===== src/design/nsuv_pkg.sv =====
// Shared types, widths and constants for the normal to sphere UV mapper.
// Used by nsuv_isqrt, nsuv_atan2 and normal_to_sphere_uv; depends on nothing.
package nsuv_pkg;

    localparam int ANG_W       = 34;  // angle and CORDIC datapath width
    localparam int DIV_STAGES  = 32;  // quotient bits of the residual correction
    localparam int ISQ_BITS    = 29;  // root bits of the square root unit
    localparam int REM_W       = 58;  // square root remainder width
    localparam int TABLE_LEN   = 24;
    localparam int IN_W        = 16;
    localparam int OUT_W       = 17;
    localparam int S_TDATA_W   = 48;
    localparam int M_TDATA_W   = 40;

    localparam logic [29:0] TURN_PER_RAD = 30'd683565276;
    localparam logic signed [ANG_W-1:0] QUARTER_TURN = 34'sd1073741824;
    localparam logic [28:0] ONE_SQ = 29'd268435456;  // 1.0 squared in Q1.28

    typedef logic signed [ANG_W-1:0] t_ang;

    // Arctangent of 2^-i in units of 2^-32 turn.
    function automatic logic [29:0] step_angle(input int unsigned idx);
        logic [29:0] a;
        case (idx)
            0:       a = 30'd536870912;
            1:       a = 30'd316933406;
            2:       a = 30'd167458907;
            3:       a = 30'd85004756;
            4:       a = 30'd42667331;
            5:       a = 30'd21354465;
            6:       a = 30'd10679838;
            7:       a = 30'd5340245;
            8:       a = 30'd2670163;
            9:       a = 30'd1335087;
            10:      a = 30'd667544;
            11:      a = 30'd333772;
            12:      a = 30'd166886;
            13:      a = 30'd83443;
            14:      a = 30'd41722;
            15:      a = 30'd20861;
            16:      a = 30'd10430;
            17:      a = 30'd5215;
            18:      a = 30'd2608;
            19:      a = 30'd1304;
            20:      a = 30'd652;
            21:      a = 30'd326;
            22:      a = 30'd163;
            23:      a = 30'd81;
            default: a = 30'd0;
        endcase
        return a;
    endfunction

endpackage


===== src/design/nsuv_isqrt.sv =====
// Pipelined integer square root of (i_rad << 28), one root bit per stage.
// Depends on nsuv_pkg; every stage advances only on i_en.
module nsuv_isqrt (
    input  logic                          i_clk,
    input  logic                          i_en,
    input  logic [28:0]                   i_rad,
    output logic [nsuv_pkg::ISQ_BITS-1:0] o_root
);

    localparam int NB = nsuv_pkg::ISQ_BITS;
    localparam int RW = nsuv_pkg::REM_W;

    logic [RW-1:0] r_rem  [NB];
    logic [NB-1:0] r_root [NB];

    for (genvar k = 0; k < NB; k++) begin : g_stage
        localparam int B = NB - 1 - k;
        logic [RW-1:0] s_rem;
        logic [NB-1:0] s_root;
        logic [RW-1:0] trial;

        if (k == 0) begin : g_first
            assign s_rem  = {1'b0, i_rad, 28'd0};
            assign s_root = '0;
        end else begin : g_next
            assign s_rem  = r_rem[k-1];
            assign s_root = r_root[k-1];
        end

        // (r + 2^B)^2 - r^2 = r * 2^(B+1) + 2^(2B)
        assign trial = ({{(RW-NB){1'b0}}, s_root} << (B + 1)) + (RW'(1) << (2 * B));

        always_ff @(posedge i_clk) begin
            if (i_en) begin
                if (s_rem >= trial) begin
                    r_rem[k]  <= s_rem - trial;
                    r_root[k] <= s_root | (NB'(1) << B);
                end else begin
                    r_rem[k]  <= s_rem;
                    r_root[k] <= s_root;
                end
            end
        end
    end

    assign o_root = r_root[NB-1];

endmodule


===== config.mk =====
export PLATFORM = sky130hd
export DESIGN_NAME = nsuv_isqrt
export DESIGN_NICKNAME = d
export VERILOG_FILES = /design/src/design/nsuv_pkg.sv /design/src/design/nsuv_isqrt.sv
export SDC_FILE = /design/constraint.sdc
export NUM_CORES = 2
export LEC_CHECK = 0
export BUFFER_PORTS_ARGS = -buffer_cell sky130_fd_sc_hd__clkbuf_2
export CORE_ASPECT_RATIO = 1.4
export CORE_MARGIN = 8
export CORE_UTILIZATION = 40
export CTS_CLUSTER_SIZE = 10
export DETAILED_ROUTE_END_ITERATION = 10
export PLACE_DENSITY = 0.56
export SLEW_MARGIN = 20
export SYNTH_ARGS = -nofsm -noshare
export SYNTH_HDL_FRONTEND = slang
export SYNTH_SLANG_ARGS = --single-unit

===== constraint.sdc =====
create_clock -name i_clk -period 9 [get_ports i_clk]
set_input_delay 1.8 -clock i_clk [delete_from_list [all_inputs] [get_ports i_clk]]
set_output_delay 1.8 -clock i_clk [all_outputs]
set_load 0.05 [all_outputs]

==> key figures <==
Timing
  • Setup TNS: 0 ns
  • RSZ-0062 raised after global routing: false
  • Final period utilization: 51.48%
  • Final Slew Violations: 0
  • Final setup violation count: 0
  • Min Tclk post-route: 4.633 ns
  • Slew headroom: 23.93%
  • Worst Max-Slew Pin Slew: 1.139 ns
  • Hold WS: 0.4377 ns
  • Upper clock frequency limit: 0.2159 GHz
  • Final clock skew: 0.03484 ns
  • Fin. Hold Viols: 0

Critical path
  • R2R depth: 11
  • Worst EP arrival: 5.18 ns
  • Worst R2R Start: r_rem[1][584]
  • WP data required: 9.55 ns
  • Register-to-register setup slack: 4.37 ns
  • CP max FO: 8
  • Crit path capture type: register
  • Startpoint types: register
  • Worst reg2reg endpoint: r_rem[1][694]
  • WS Path Type: reg -> reg

Global route
  • First-pass GRT wire length: 280.0 mm
  • Grt total ovfl: 0
  • Vias in the first global route: 53650
  • Global Route Usage Sum: 17.01%
  • Largest net degree at the start of global routing: 169
  • Initial antenna violation count: 2

Synthesis
  • Sequential share of the synthesized area: 56.05%
  • Compound-Gate Fraction of Synth Area: 11.72%
  • Syn_nets: 7235
  • Flop and latch count out of synthesis: 1444
  • Yosys Warn Count: 0
  • Async SR Flop Fraction: 0%
  • Mapped cell area: 0.07737 mm^2
  • Synthesized area per cell: 11.45 um^2
  • EDFF count, synth: 1444
  • Synth unique cells: 111
  • Largest family of logic cells by synthesized area: simple AND/OR/NAND/NOR gates
  • Post-Synth XOR/XNOR Area: 7.641%
  • Post-Synth Simple-Gate Area: 13.10%
  • Primary FF master, synth: edfxtp_1
  • Syn Inst Count: 6758
  • Post-synthesis mux area share: 0.7051%
  • Adder-Cell Fraction of Synth Area: 7.339%

Floorplan
  • FP Rows: 191
  • # IOs: 60
  • Die Wd: 387.7 um
  • Die area: 0.2079 mm^2
  • Initial Utilization: 40.12%
  • Core area: 0.1929 mm^2
  • Die height: 536.4 um

Clock tree
  • Root Driver: clkbuf_16
  • CTS sink cnt: 1444
  • H-Tree Depth: 4
  • Clock latency on the worst-skew pair: 0.81 ns
  • Clock transition at path regs: 0.06 ns
  • Cts repair resizes: 0
  • Max clock buf depth: 3
  • Setup bufs post-CTS: 0
  • Hold-fix buffers, CTS: 0
  • CTS tree: built
  • CTS Buf Count: 166

Power
  • Pwr Density: 237.2 mW/mm^2
  • Peak VDD IR: 0.0001704 V
  • Total Power: 20220 uW
  • Leak: 0.03206 uW

Place
  • IO Port Bufs: 59
  • GPL Wtd Cong: 1.007
  • Placed insts: 9210
  • HPWL after DPL: 137.6 mm

Cells and area
  • Layout cells sized above 1: 6.078%
  • Layout Cells excl Fill: 9420
  • Final nets: 7346
  • Syn-to-layout area delta: 10.17%
  • Final core occ: 44.20%
  • Number of fill cells: 17750

Worst hold path
  • Worst Hold Endpoint: r_root[0][460]
  • Min-Delay Path Class: reg -> reg
  • Hold Crit Depth: 0
  • Worst hold start: r_root[0][431]

Route
  • Final ANT Viol Nets: 0
  • Vias per cell: 5.383
  • Vias: 50710
  • DR WL/cell: 19.18 um
  • Initial detailed-routing violation count: 2537
  • First drt pass iteration count: 5
  • Drt total wl: 180.7 mm
  • # DRC: 0

Job
  • MaxCap Viol Count: 0

Run status
  • Status: completed
==> final cells by class <==
| class | count | area, um^2 | area share [%] |
|---|---|---|---|
| clock buffers | 186 | 4250 | 4.986 |
| clock inverters | 23 | 376.6 | 0.4418 |
| diodes | 1 | 2.502 | 0.002936 |
| well taps | 2509 | 3139 | 3.683 |
| multi-input cells | 4618 | 31400 | 36.83 |
| inverters | 537 | 2016 | 2.365 |
| flip-flops and latches | 1444 | 43360 | 50.87 |
| repair buffers | 102 | 695.7 | 0.8161 |
==> cell usage after synthesis (35+ instances only) <==
| cell type | number | area share (%) |
|---|---|---|
| a211oi_1 | 46 | 0.45 |
| a21o_1 | 154 | 1.5 |
| a21oi_1 | 353 | 2.3 |
| a31oi_1 | 40 | 0.32 |
| clkbuf_1 | 126 | 0.61 |
| edfxtp_1 | 1444 | 56 |
| ha_1 | 433 | 7.0 |
| inv_1 | 535 | 2.6 |
| mux2_2 | 36 | 0.52 |
| nand2_1 | 602 | 2.9 |
| nand2b_1 | 99 | 0.80 |
| nand3_1 | 109 | 0.71 |
| nand4_1 | 71 | 0.57 |
| nor2_1 | 416 | 2.0 |
| nor2b_1 | 64 | 0.52 |
| nor3_1 | 190 | 1.2 |
| nor4_1 | 117 | 0.95 |
| o21a_1 | 86 | 0.83 |
| o21ai_0 | 476 | 3.1 |
| o21bai_1 | 35 | 0.34 |
| or3_1 | 81 | 0.65 |
| xnor2_1 | 335 | 3.8 |
| xor2_1 | 340 | 3.8 |
==> worst max-delay path by stage <==
| stage | from | endpoint | slack (ns) | cells past startpoint |
|---|---|---|---|---|
| floorplan | i_en | r_rem[1][641] | 3.70 | 4 |
| global placement | i_en | r_rem[0][637] | 3.83 | 9 |
| detailed placement | i_en | r_rem[0][401] | 3.79 | 9 |
| CTS | r_rem[1][584] | r_rem[1][694] | 4.41 | 11 |
| global route | r_rem[1][584] | r_rem[1][694] | 4.00 | 11 |
| finish | r_rem[1][584] | r_rem[1][694] | 4.37 | 11 |
==> metrics by stage <==
stage          area (um^2)  setup WS, ns
4_1_cts              85220         4.407
3_3_place_gp         80590         3.831
5_1_grt              85240         4.000
3_5_place_dp         80590         3.790
2_1_floorplan        77370         3.705
6_report             85240         4.367
==> placed cells by master, fill, tap and decap left out, drive strengths merged, types with 15 or more instances in the layout <==
cell,count
a31oi,40
or3,82
o21ai,484
xor2,340
edfxtp,1444
nand3,110
a211oi,50
ha,433
nand2,602
or2,29
a21oi,354
or4,29
and2,23
nor4,126
xnor2,335
clkbuf,244
a2111oi,17
mux2,38
nor3,195
nor2,417
nand2b,99
inv,544
o21bai,35
nor4b,33
nand3b,32
and3,31
o21a,86
o31ai,35
buf,44
o211ai,33
a21o,154
nand4,71
o31a,15
nor2b,64
==> power breakdown <==
group / internal (uW) / switching [uW] / total (uW)
Clock: 3370 / 2640 / 6010
Combinational: 1930 / 2870 / 4800
Sequential: 8670 / 738 / 9410
Total: 14000 / 6250 / 20200
==> cell families after synthesis <==
kind of cell,count (synthesis)
flip-flops,1444
AND/OR/NAND/NOR,2009
XOR/XNOR,675
multiplexers,49
AO/OA/AOI/OAI,1439
adder cells (fa/ha/maj),446
buffers and inverters,696
==> flip-flops by register name (all words and copies together) (netlist names) <==
register  cells
r_root      435
r_rem      1009
==> metal layers <==
layer  vias to the layer above  part of all wire [%]  track usage, %
met5                         -                     0               0
met4                         0                   6.9           10.94
met3                       586                   2.7           2.295
met2                       962                    61           37.74
met1                     24270                    30           12.82
li1                      24890                     -               -
==> worst max-delay path, cell delays in order, from the launching register on <==
cell      delay (ns)
edfxtp_1        0.46
ha_1            0.28
fa_1            0.44
a211oi_1        0.36
nor3_1          0.22
o211ai_1        0.45
nand3b_1        0.27
nand2_1         0.31
o21ai_0         0.27
nor4_2          0.91
nand3_1         0.19
xnor2_1         0.20
Note: power is estimated with default switching activity, not from simulation.
